**config.mk**
```make
export PLATFORM = sky130hd
export DESIGN_NAME = bounded_deque_with_value_delete_flat
export DESIGN_NICKNAME = d
export VERILOG_FILES = /design/src/hdl/bdq_pkg.sv /design/src/hdl/bdq_in_if.sv /design/src/hdl/bdq_out_if.sv /design/src/hdl/bounded_deque_with_value_delete.sv /design/src/hdl/bdq_ram.sv /design/src/flat_wrapper.sv
export SDC_FILE = /design/constraint.sdc
export NUM_CORES = 1
export LEC_CHECK = 0
export BUFFER_PORTS_ARGS = -buffer_cell sky130_fd_sc_hd__buf_2
export CORE_ASPECT_RATIO = 2
export CORE_MARGIN = 2
export CORE_UTILIZATION = 55
export CTS_CLUSTER_DIAMETER = 150
export DETAILED_ROUTE_END_ITERATION = 10
export HOLD_SLACK_MARGIN = 0.08
export PLACE_DENSITY = 0.71
export SLEW_MARGIN = 10
export SYNTH_ARGS = -nofsm -noshare
export SYNTH_HDL_FRONTEND = slang
export SYNTH_HIERARCHICAL = 1
export SYNTH_SLANG_ARGS = --single-unit
```
**constraint.sdc**
```tcl
create_clock -name clk -period 6.15 [get_ports clk]
set_input_delay 1.23 -clock clk [delete_from_list [all_inputs] [get_ports clk]]
set_output_delay 1.23 -clock clk [all_outputs]
set_load 0.02 [all_outputs]
```
**src/hdl/bdq_pkg.sv**
```systemverilog
// ============================================================================
// bdq_pkg
// Shared types, field widths and codes of the bounded deque.
// ============================================================================
`default_nettype none

package bdq_pkg;

  localparam int DEPTH_DEF = 16;
  localparam int OP_W      = 3;
  localparam int WORD_W    = 32;
  localparam int STATUS_W  = 2;

  typedef logic [OP_W-1:0]            op_t;
  typedef logic signed [WORD_W-1:0]   word_t;
  typedef logic [STATUS_W-1:0]        status_t;

  // operation codes
  localparam op_t OP_INS_FRONT = 3'd0;
  localparam op_t OP_INS_BACK  = 3'd1;
  localparam op_t OP_DEL_FRONT = 3'd2;
  localparam op_t OP_DEL_BACK  = 3'd3;
  localparam op_t OP_DEL_VALUE = 3'd4;
  localparam op_t OP_READ_ALL  = 3'd5;

  // result status codes
  localparam status_t ST_OK       = 2'd0;
  localparam status_t ST_EMPTY    = 2'd1;
  localparam status_t ST_NOTFOUND = 2'd2;
  localparam status_t ST_FULL     = 2'd3;

endpackage

`default_nettype wire

```
**src/hdl/bdq_in_if.sv**
```systemverilog
// ============================================================================
// bdq_in_if
// Request channel of the deque: one operation and its operand per item.
// ============================================================================
`default_nettype none

interface bdq_in_if
  import bdq_pkg::*;
();
  logic  valid;
  logic  ready;
  op_t   operation;
  word_t value;

  modport source (output valid, output operation, output value, input ready);
  modport sink   (input valid, input operation, input value, output ready);
endinterface

`default_nettype wire

```
**src/hdl/bdq_out_if.sv**
```systemverilog
// ============================================================================
// bdq_out_if
// Result channel of the deque: status, data word and last marker per item.
// ============================================================================
`default_nettype none

interface bdq_out_if
  import bdq_pkg::*;
();
  logic    valid;
  logic    ready;
  status_t status;
  word_t   data;
  logic    last;

  modport source (output valid, output status, output data, output last, input ready);
  modport sink   (input valid, input status, input data, input last, output ready);
endinterface

`default_nettype wire

```
**src/hdl/bounded_deque_with_value_delete.sv**
```systemverilog
// Insert and delete at front/back pass through S_EXEC and S_EMIT after acceptance; S_EMIT
// registers the result once the output is free. Delete by value scans and then closes the
// gap, each at one entry per cycle; read-out emits one per cycle while the output is free.
// One item is worked at a time; the single RAM read port sets the one-entry-per-cycle pace.
// Reset clears head index, entry count, sequencer and output valid; stored words stay
// undefined until written, and no clearing pass is needed.
// ============================================================================
// bounded_deque_with_value_delete
// Bounded ring deque of signed words with front/back insert and delete,
// delete by value with gap closing, and in-order read-out.
// ============================================================================
`default_nettype none

module bounded_deque_with_value_delete
  import bdq_pkg::*;
#(
  parameter int DEPTH = DEPTH_DEF
) (
  input  wire logic  clk,
  input  wire logic  rst_n,
  bdq_in_if.sink     in_ch,
  bdq_out_if.source  out_ch
);

  localparam int PTR_W = (DEPTH > 1) ? $clog2(DEPTH) : 1;
  localparam int CNT_W = $clog2(DEPTH + 1);
  localparam int SUM_W = CNT_W + 1;

  localparam logic [PTR_W-1:0] SLOT_LAST = PTR_W'(DEPTH - 1);
  localparam logic [CNT_W-1:0] CNT_FULL  = CNT_W'(DEPTH);

  localparam logic [2:0] S_IDLE  = 3'd0;
  localparam logic [2:0] S_EXEC  = 3'd1;
  localparam logic [2:0] S_EMIT  = 3'd2;
  localparam logic [2:0] S_SCAN  = 3'd3;
  localparam logic [2:0] S_SHIFT = 3'd4;
  localparam logic [2:0] S_RDOUT = 3'd5;

  function automatic logic [PTR_W-1:0] wrap_inc(input logic [PTR_W-1:0] s);
    wrap_inc = (s == SLOT_LAST) ? '0 : s + PTR_W'(1);
  endfunction

  // control state
  logic [2:0]       state_r,     state_nxt;
  logic [PTR_W-1:0] head_r,      head_nxt;
  logic [CNT_W-1:0] count_r,     count_nxt;
  logic             out_valid_r, out_valid_nxt;

  // working registers
  op_t              op_r,        op_nxt;
  word_t            val_r,       val_nxt;
  logic [CNT_W-1:0] idx_r,       idx_nxt;
  logic [PTR_W-1:0] rd_slot_r,   rd_slot_nxt;
  logic [PTR_W-1:0] wr_slot_r,   wr_slot_nxt;
  status_t          pend_status_r, pend_status_nxt;
  word_t            pend_data_r,   pend_data_nxt;
  logic             pend_ram_r,    pend_ram_nxt;
  status_t          out_status_r,  out_status_nxt;
  word_t            out_data_r,    out_data_nxt;
  logic             out_last_r,    out_last_nxt;

  // RAM port
  logic             ram_we;
  logic [PTR_W-1:0] ram_waddr;
  word_t            ram_wdata;
  logic             ram_re;
  logic [PTR_W-1:0] ram_raddr;
  word_t            ram_rdata;

  // shared ring address unit
  logic [CNT_W-1:0] ring_off;
  logic [SUM_W-1:0] ring_sum;
  logic [PTR_W-1:0] ring_slot;
  logic [PTR_W-1:0] head_dec;
  logic [PTR_W-1:0] slot_inc;
  logic [CNT_W-1:0] idx_plus;
  logic             is_full;
  logic             is_empty;
  logic             out_free;
  logic             accept;

  assign ring_off  = (op_r == OP_INS_BACK) ? count_r : count_r - CNT_W'(1);
  assign ring_sum  = SUM_W'(head_r) + SUM_W'(ring_off);
  assign ring_slot = (ring_sum >= SUM_W'(DEPTH)) ? PTR_W'(ring_sum - SUM_W'(DEPTH))
                                                  : PTR_W'(ring_sum);
  assign head_dec  = (head_r == '0) ? SLOT_LAST : head_r - PTR_W'(1);
  assign slot_inc  = wrap_inc(rd_slot_r);
  assign idx_plus  = idx_r + CNT_W'(1);
  assign is_full   = (count_r == CNT_FULL);
  assign is_empty  = (count_r == '0);
  assign out_free  = !out_valid_r || out_ch.ready;

  assign in_ch.ready = (state_r == S_IDLE);
  assign accept      = in_ch.valid && in_ch.ready;

  assign out_ch.valid  = out_valid_r;
  assign out_ch.status = out_status_r;
  assign out_ch.data   = out_data_r;
  assign out_ch.last   = out_last_r;

  bdq_ram #(
    .WIDTH (WORD_W),
    .DEPTH (DEPTH)
  ) u_store (
    .clk   (clk),
    .we    (ram_we),
    .waddr (ram_waddr),
    .wdata (ram_wdata),
    .re    (ram_re),
    .raddr (ram_raddr),
    .rdata (ram_rdata)
  );

  always_comb begin
    state_nxt       = state_r;
    head_nxt        = head_r;
    count_nxt       = count_r;
    op_nxt          = op_r;
    val_nxt         = val_r;
    idx_nxt         = idx_r;
    rd_slot_nxt     = rd_slot_r;
    wr_slot_nxt     = wr_slot_r;
    pend_status_nxt = pend_status_r;
    pend_data_nxt   = pend_data_r;
    pend_ram_nxt    = pend_ram_r;
    out_status_nxt  = out_status_r;
    out_data_nxt    = out_data_r;
    out_last_nxt    = out_last_r;
    out_valid_nxt   = out_valid_r && !out_ch.ready;

    ram_we    = 1'b0;
    ram_waddr = wr_slot_r;
    ram_wdata = val_r;
    ram_re    = 1'b0;
    ram_raddr = slot_inc;

    case (state_r)
      S_IDLE: begin
        if (accept) begin
          op_nxt    = in_ch.operation;
          val_nxt   = in_ch.value;
          state_nxt = S_EXEC;
        end
      end

      S_EXEC: begin
        pend_data_nxt = '0;
        pend_ram_nxt  = 1'b0;
        state_nxt     = S_EMIT;
        case (op_r)
          OP_INS_FRONT, OP_INS_BACK: begin
            if (is_full) begin
              pend_status_nxt = ST_FULL;
            end else begin
              ram_we = 1'b1;
              if (op_r == OP_INS_FRONT) begin
                ram_waddr = head_dec;
                head_nxt  = head_dec;
              end else begin
                ram_waddr = ring_slot;
              end
              count_nxt       = count_r + CNT_W'(1);
              pend_status_nxt = ST_OK;
            end
          end
          OP_DEL_FRONT, OP_DEL_BACK: begin
            if (is_empty) begin
              pend_status_nxt = ST_EMPTY;
            end else begin
              ram_re = 1'b1;
              if (op_r == OP_DEL_FRONT) begin
                ram_raddr = head_r;
                head_nxt  = wrap_inc(head_r);
              end else begin
                ram_raddr = ring_slot;
              end
              count_nxt       = count_r - CNT_W'(1);
              pend_status_nxt = ST_OK;
              pend_ram_nxt    = 1'b1;
            end
          end
          OP_DEL_VALUE, OP_READ_ALL: begin
            if (is_empty) begin
              pend_status_nxt = ST_EMPTY;
            end else begin
              ram_re      = 1'b1;
              ram_raddr   = head_r;
              rd_slot_nxt = head_r;
              idx_nxt     = '0;
              state_nxt   = (op_r == OP_DEL_VALUE) ? S_SCAN : S_RDOUT;
            end
          end
          default: begin
            state_nxt = S_IDLE;
          end
        endcase
      end

      S_SCAN: begin
        // ram_rdata holds entry idx_r at rd_slot_r
        if (ram_rdata == val_r) begin
          pend_status_nxt = ST_OK;
          pend_data_nxt   = ram_rdata;
          pend_ram_nxt    = 1'b0;
          if (idx_plus < count_r) begin
            wr_slot_nxt = rd_slot_r;
            ram_re      = 1'b1;
            rd_slot_nxt = slot_inc;
            idx_nxt     = idx_plus;
            state_nxt   = S_SHIFT;
          end else begin
            count_nxt = count_r - CNT_W'(1);
            state_nxt = S_EMIT;
          end
        end else if (idx_plus == count_r) begin
          pend_status_nxt = ST_NOTFOUND;
          pend_data_nxt   = '0;
          pend_ram_nxt    = 1'b0;
          state_nxt       = S_EMIT;
        end else begin
          ram_re      = 1'b1;
          rd_slot_nxt = slot_inc;
          idx_nxt     = idx_plus;
        end
      end

      S_SHIFT: begin
        // move entry idx_r one slot toward the front
        ram_we    = 1'b1;
        ram_wdata = ram_rdata;
        if (idx_plus < count_r) begin
          wr_slot_nxt = rd_slot_r;
          ram_re      = 1'b1;
          rd_slot_nxt = slot_inc;
          idx_nxt     = idx_plus;
        end else begin
          count_nxt = count_r - CNT_W'(1);
          state_nxt = S_EMIT;
        end
      end

      S_RDOUT: begin
        if (out_free) begin
          out_valid_nxt  = 1'b1;
          out_status_nxt = ST_OK;
          out_data_nxt   = ram_rdata;
          out_last_nxt   = (idx_plus == count_r);
          if (idx_plus == count_r) begin
            state_nxt = S_IDLE;
          end else begin
            ram_re      = 1'b1;
            rd_slot_nxt = slot_inc;
            idx_nxt     = idx_plus;
          end
        end
      end

      S_EMIT: begin
        if (out_free) begin
          out_valid_nxt  = 1'b1;
          out_status_nxt = pend_status_r;
          out_data_nxt   = pend_ram_r ? ram_rdata : pend_data_r;
          out_last_nxt   = 1'b1;
          state_nxt      = S_IDLE;
        end
      end

      default: begin
        state_nxt = S_IDLE;
      end
    endcase
  end

  always_ff @(posedge clk) begin
    if (!rst_n) begin
      state_r     <= S_IDLE;
      head_r      <= '0;
      count_r     <= '0;
      out_valid_r <= 1'b0;
    end else begin
      state_r     <= state_nxt;
      head_r      <= head_nxt;
      count_r     <= count_nxt;
      out_valid_r <= out_valid_nxt;
    end
  end

  always_ff @(posedge clk) begin
    op_r          <= op_nxt;
    val_r         <= val_nxt;
    idx_r         <= idx_nxt;
    rd_slot_r     <= rd_slot_nxt;
    wr_slot_r     <= wr_slot_nxt;
    pend_status_r <= pend_status_nxt;
    pend_data_r   <= pend_data_nxt;
    pend_ram_r    <= pend_ram_nxt;
    out_status_r  <= out_status_nxt;
    out_data_r    <= out_data_nxt;
    out_last_r    <= out_last_nxt;
  end

endmodule

`default_nettype wire

```
**src/hdl/bdq_ram.sv**
```systemverilog
// ============================================================================
// bdq_ram
// Simple dual-port RAM: one write port, one read port with registered data.
// ============================================================================
`default_nettype none

module bdq_ram
  import bdq_pkg::*;
#(
  parameter int WIDTH = WORD_W,
  parameter int DEPTH = DEPTH_DEF,
  localparam int AW   = (DEPTH > 1) ? $clog2(DEPTH) : 1
) (
  input  wire logic             clk,
  input  wire logic             we,
  input  wire logic [AW-1:0]    waddr,
  input  wire logic [WIDTH-1:0] wdata,
  input  wire logic             re,
  input  wire logic [AW-1:0]    raddr,
  output logic      [WIDTH-1:0] rdata
);

  logic [WIDTH-1:0] mem [DEPTH];

  always_ff @(posedge clk) begin
    if (we) begin
      mem[waddr] <= wdata;
    end
  end

  always_ff @(posedge clk) begin
    if (re) begin
      rdata <= mem[raddr];
    end
  end

endmodule

`default_nettype wire

```
**src/flat_wrapper.sv**
```systemverilog
// flat-port wrapper written by rule: the top's interface ports become plain ports
module bounded_deque_with_value_delete_flat import bdq_pkg::*;
#(
  parameter int DEPTH = DEPTH_DEF
)
  (clk, rst_n, in_ch_valid, in_ch_operation, in_ch_value, in_ch_ready, out_ch_valid, out_ch_status, out_ch_data, out_ch_last, out_ch_ready);
  bdq_in_if in_ch_i ();
  bdq_out_if out_ch_i ();
  input  wire logic clk;
  input  wire logic rst_n;
  input wire logic [$bits(in_ch_i.valid)-1:0] in_ch_valid;
  input wire logic [$bits(in_ch_i.operation)-1:0] in_ch_operation;
  input wire logic [$bits(in_ch_i.value)-1:0] in_ch_value;
  output wire logic [$bits(in_ch_i.ready)-1:0] in_ch_ready;
  output wire logic [$bits(out_ch_i.valid)-1:0] out_ch_valid;
  output wire logic [$bits(out_ch_i.status)-1:0] out_ch_status;
  output wire logic [$bits(out_ch_i.data)-1:0] out_ch_data;
  output wire logic [$bits(out_ch_i.last)-1:0] out_ch_last;
  input wire logic [$bits(out_ch_i.ready)-1:0] out_ch_ready;
  assign in_ch_i.valid = in_ch_valid;
  assign in_ch_i.operation = in_ch_operation;
  assign in_ch_i.value = in_ch_value;
  assign in_ch_ready = in_ch_i.ready;
  assign out_ch_valid = out_ch_i.valid;
  assign out_ch_status = out_ch_i.status;
  assign out_ch_data = out_ch_i.data;
  assign out_ch_last = out_ch_i.last;
  assign out_ch_i.ready = out_ch_ready;
  bounded_deque_with_value_delete #(.DEPTH(DEPTH)) u_core (.clk(clk), .rst_n(rst_n), .in_ch(in_ch_i), .out_ch(out_ch_i));
endmodule
```
-- After elaboration in Yosys (flattened, before gate mapping)
Memory sizes are Yosys's and may differ from the RTL's. A register that Yosys moved wholly into a read port is not among the register bits.
Cells that the tools add are included.
- register bits after elaboration: 131
- bits in writable memories: 512
- output and inout port bits: 37
- logic and storage cells: 182
- memories kept: 1
- add/sub/neg operators: 8
- order comparisons: 2
- equality and inequality tests: 33
- multiplexer cells: 93
- reduce and logical (&&, ||, !) cells: 30
- memory list (memory ; words ; width ; rd ports ; clocked after Yosys merged registers in ; wr ports ; RTL line ; text):
    u_core.u_store.mem ; 16 ; 32 ; 1 ; 1 ; 1 ; bdq_ram.sv:23 ; logic [WIDTH-1:0] mem [DEPTH];
- operators with widths (cell ; number):
    2-to-1 mux 32 bit ; 6
    one-hot mux 32 bit (2 select lines) ; 2
    2-to-1 mux 4 bit ; 24
    2-to-1 mux 5 bit ; 11
    == test 32 bit ; 1
    2-to-1 mux 3 bit ; 10
    one-hot mux 4 bit (2 select lines) ; 3
    one-hot mux 5 bit (4 select lines) ; 1
    2-to-1 mux 1 bit ; 18
    one-hot mux 3 bit (6 select lines) ; 1
    one-hot mux 4 bit (4 select lines) ; 1
    one-hot mux 5 bit (3 select lines) ; 1
    != test 2 x 1 -> 1 bit, second input constant ; 7
    == test 3 x 2 -> 1 bit, second input constant ; 4
    == test 3 bit, second input constant ; 4
    2-to-1 mux 2 bit ; 6
    AND reduction 6 bit ; 2
    adder 5 x 1 -> 5 bit, second input constant ; 2
    != test 2 bit, second input constant ; 5
    one-hot mux 5 bit (2 select lines) ; 1
    != test 3 bit, second input constant ; 3
    adder 4 x 1 -> 4 bit, second input constant ; 2
    == test 4 bit, second input constant ; 2
    one-hot mux 2 bit (2 select lines) ; 2
    30 further kinds ; 47

-- Depth between registers and ports, before layout
- depth in word-level cells: 9
- depth in mapped cells: 16
- mapped depth without buffers: 14

-- Cells and area by module
Netlist, hierarchy kept.
- modules (own cells, without submodules) (module ; times used ; cells an instance ; area an instance (sq um)):
    bdq_ram ; 1 ; 838 ; 20174.3
    bounded_deque_with_value_delete ; 1 ; 562 ; 6912.9

-- Worst setup path before layout
No wires, ideal clock.
- kind: register -> register
- from: reg u_core.op_r[1]
- to: mem u_core/u_store/mem[0][0] (netlist name) (enable)
- library setup time: 0.461 ns
- arrival time: 4.965 ns
- data required time: 5.689 ns
- setup slack: 0.724 ns
- cell stages (with the launch flop): 13
- path through: edfxtp_1 or3b_2 clkbuf_1 o21a_1 ha_1 a21o_1 a21oi_1 xnor2_1 nor2_1 a21oi_1 o21ai_0 or3b_2 nor3_1
- longest elaborated chain between the ends: 9
- RTL lines (what ; RTL line ; text):
    start, declared ; bounded_deque_with_value_delete.sv:50 ; op_t op_r, op_nxt;
    start signal, assigned ; bounded_deque_with_value_delete.sv:289 ; op_r <= op_nxt;
    == test 3 x 1 -> 1 bit ; bounded_deque_with_value_delete.sv:82, bounded_deque_with_value_delete.sv:150 ;
    2-to-1 mux 5 bit ; bounded_deque_with_value_delete.sv:82 ; assign ring_off = (op_r == OP_INS_BACK) ? count_r : count_r - CNT_W'(1);
    adder 4 x 5 -> 6 bit ; bounded_deque_with_value_delete.sv:83 ; assign ring_sum = SUM_W'(head_r) + SUM_W'(ring_off);
    >= comparator 6 x 5 -> 1 bit or subtractor 4 x 1 -> 4 bit (tied branches) ; bounded_deque_with_value_delete.sv:84 ; assign ring_slot = (ring_sum >= SUM_W'(DEPTH)) ? PTR_W'(ring_sum - SUM_W'(DEPTH))
    2-to-1 mux 4 bit ; bounded_deque_with_value_delete.sv:84 ;
    2-to-1 mux 4 bit ; bounded_deque_with_value_delete.sv:156 ; if (op_r == OP_INS_FRONT) begin
    2-to-1 mux 4 bit ; bounded_deque_with_value_delete.sv:152 ; if (is_full) begin
    2-to-1 mux 4 bit * ; bounded_deque_with_value_delete.sv:150 ; case (op_r)
    2-to-1 mux 4 bit * ; bounded_deque_with_value_delete.sv:137 ; case (state_r)
    via u_core.ram_waddr[3] ; bounded_deque_with_value_delete.sv:64 ; logic [PTR_W-1:0] ram_waddr;
    end, declared ; bdq_ram.sv:23 ;
Mark *: on every way through the listed nets, which the timed path passes. The rest lies on a longest branch.

-- Worst setup path in the final report
- from: reg u_core.op_r[1]
- to: mem u_core/u_store/mem[10][12] (netlist name) (enable)
The elaborated chain is that of the path after synthesis.

==> run summary <==
hold_buf cts: 0
Hold Path Origin: u_core/rd_slot_r[1]$_DFFE_PP_
I/O pins: 76
width of the chip: 161 um
largest net degree at the start of global routing: 69
overall overflow remaining after global route: 0
run status: complete, no violations
EDFF count, synth: 662
Post-DRT Antenna Nets: 0
Crit Path Class: reg -> reg
CTS root buf: clkbuf_16
Synth area leader: edfxtp_1
final instance count without filler cells: 2189
Post-route DRC: 0
weighted congestion at the end of routability-driven global placement: 0.923
total of max-cap violations: 0
transition time at the pin with the least slew margin: 1200 ps
kind of cell adding the most delay to the critical path: simple AND/OR/NAND/NOR gates
post-synthesis register bit count: 675
Total Neg Setup Slack: 0 ps
worst flop-to-flop path startpoint: u_core/op_r[1]$_DFFE_PP_
antenna violations before repair: 2
# setup viols final: 0
Hold Path End: u_core/wr_slot_r[1]$_DFFE_PP_
setup slack after layout: 1230 ps
Area contributors post-synth: edfxtp_1 (73%), mux4_2 (11%), mux2_2 (2.7%)
cell count of the worst hold path: 0
number of buffers between clock root and the deepest sink: 3
number of cells on the worst reg-to-reg path: 11
Critical R2R Capture: u_core/u_store/mem[10][12]$_DFFE_PP_
most common library cells after synthesis: edfxtp_1 (662), mux4_2 (128), a22oi_1 (69)
post-CTS setup buffers: 0
Net Count, Synth: 1459
relative slew slack: 0.199
post-synthesis to final-layout area growth: 11.8%
overall via count from detail_route: 13800
core region area: 0.0489 sq mm
most used flip-flop cell after synthesis: edfxtp_1
highest attainable clock frequency: 203 MHz
mean instance size in the synthesized netlist: 19.3 sq um
Critical Path RT: 6450 ps
RSZ-0062 raised after global routing: false
dominant cell by count in the synthesized netlist: edfxtp_1
CP max stage cell: nor2_4
global router's overall resource usage: 0.242
total clock sinks: 675
data arrival time at the worst-slack endpoint: 5220 ps
Layout Skew: 26.4 ps
aggregate routed wire length: 60600 um
area of placed instances: 0.0285 sq mm
Syn Std Cell Area: 0.0271 sq mm
number of placed cells counting well taps: 2088
Worst-Skew Late Latency: 600 ps
post-synth top area share: 0.734
starting density of the core: 0.554
kind of launch point of the worst setup path: flop
Via-to-Cell Ratio: 6.29
DP Wirelength: 36500 um
CTS-repair resized insts: 0
cells after synthesis: 1400
per-cell routed wire length: 27.7 um
power per cell area: 311 mW/mm^2
CTS tree: yes
Worst Hold Class: reg -> reg
H-tree depth: 2
number of I/O port buffers: 75
fraction of layout cells with a size suffix above 1: 0.272
first-pass GRT wire length: 91000 um
Syn. warnings: 6
largest stage delay on the critical path: 910 ps
Period Utilization, post-route: 0.800
total CTS buffers: 55
area of the die: 0.0511 sq mm
worst setup timing slack at the placement stage: 1260 ps
Max Transition Viols Final: 0
CP endpoint kind: flop
Chip Height: 318 um
setup slack on the worst flop-to-flop path: 1230 ps
final layout net count: 1561
Final Hold Viols: 0
number of iterations in the first detailed-routing pass: 7
peak fanout along the critical path: 20
Min Clock Period, post-route: 4920 ps
largest vdd supply drop: 0.000277 V
Design Area, Final: 0.0303 sq mm
Iter 0 DRT Violations: 1562
critical path cell sequence: or3b_2 > xnor2_1 > ha_1 > inv_1 > fa_1 > inv_1 > o21ai_0 > o21ai_0 > nand2b_1 > nor2_4 > buf_4
Site Rows: 115
leakage dissipation: 9.77 nW
async set-or-reset flop fraction in the synthesized netlist: 0
number of distinct library cell variants in the gate-level netlist after synthesis: 64
antenna diode count: 0
CTS clock-pin slew for the worst setup and hold paths: 70 ps
register area share after synthesis: 0.743
number of global-route vias before repair: 14300
count of buffering cells on the critical path with inverters included: 3
minimum hold slack: 543 ps
cell type report:
class / count / area, sq um
Tap cell: 643 / 805
Inverter: 17 / 63.8
Timing Repair Buffer: 110 / 726
Clock buffer: 61 / 1400
Clock inverter: 40 / 384
Sequential cell: 675 / 20100
Multi-Input combinational cell: 643 / 6770
Fill cell: 3393 / 18600
worst max-delay path by stage:
stage	from	to	slack, ps	cells after the start
floorplan	u_core/op_r[1]$_DFFE_PP_	u_core/u_store/mem[0][0]$_DFFE_PP_	720	12
global placement	u_core/op_r[1]$_DFFE_PP_	u_core/u_store/mem[11][11]$_DFFE_PP_	1480	11
detailed placement	u_core/op_r[1]$_DFFE_PP_	u_core/u_store/mem[3][15]$_DFFE_PP_	1260	11
CTS	u_core/op_r[1]$_DFFE_PP_	u_core/u_store/mem[3][29]$_DFFE_PP_	1240	11
global route	u_core/op_r[1]$_DFFE_PP_	u_core/u_store/mem[3][16]$_DFFE_PP_	1030	11
finish	u_core/op_r[1]$_DFFE_PP_	u_core/u_store/mem[10][12]$_DFFE_PP_	1230	11
state kept, by name, summed over array words and instances (netlist names), 4 cells and up:
register / flops
u_core/val_r: 32
u_core/u_store/mem: 512
u_core/rd_slot_r: 4
u_core/u_store/rdata: 32
u_core/idx_r: 5
u_core/head_r: 4
u_core/wr_slot_r: 4
u_core/pend_data_r: 32
u_core/out_ch.data: 32
u_core/count_r: 5
metal layers:
layer / vias up / GRT usage / routed length (um)
met3: 142 / 0.0383 / 4640
met1: 7050 / 0.320 / 22800
met5: - / 0 / 10
li1: 5878 / - / -
met4: 2 / 0.0901 / 2330
met2: 692 / 0.408 / 30800
kinds of logic after synthesis:
family	Yosys count	share of synthesized area
compound gates	156	0.0399
xor+xnor	49	0.0158
buf+inv	82	0.0139
mux	196	0.135
flops	675	0.743
fa+ha+maj	20	0.00952
simple gates	222	0.0428
where the power goes:
part / internal (W) / switching, W / leakage, nW
registers: 0.00518 / 0.0000518 / 6.08
logic: 0.000259 / 0.000436 / 2.81
clock network: 0.00190 / 0.00159 / 0.867
total: 0.00734 / 0.00207 / 9.77
metrics by stage:
step / power (W) / utilization
6_report: 0.00941 / 0.619
5_1_grt: 0.00970 / 0.619
4_1_cts: 0.00947 / 0.619
3_5_place_dp: 0.00602 / 0.583
3_3_place_gp: 0.00600 / 0.583
2_1_floorplan: 0.00578 / -
cells in the final DEF (no fill, tap or decap), types with 6 or more instances in the layout:
cell       netlist  final
nand2_1         67     67
bufinv_16        0      6
inv_1           17     17
nor2_1          31     17
nor2_4           1     15
buf_2           10     75
ha_1            19     19
mux2_2          65     65
nand2b_1         8      8
edfxtp_1       662    662
buf_4           11     28
clkbuf_16        0     55
nor4_1           8      8
a22oi_1         69     69
clkbuf_1        32      6
a21oi_1         21     20
clkinv_2         0     14
o21ai_0         27     25
xor2_1          36     36
mux4_2         128    128
and2_1          42     41
nand3_1         15     15
clkinv_1         0     10
dfxtp_1         13     13
xnor2_1         13     13
buf_12           0      7
nor2b_1         10      8
nor3_1          13      9
(Power assumes the default switching activity.)
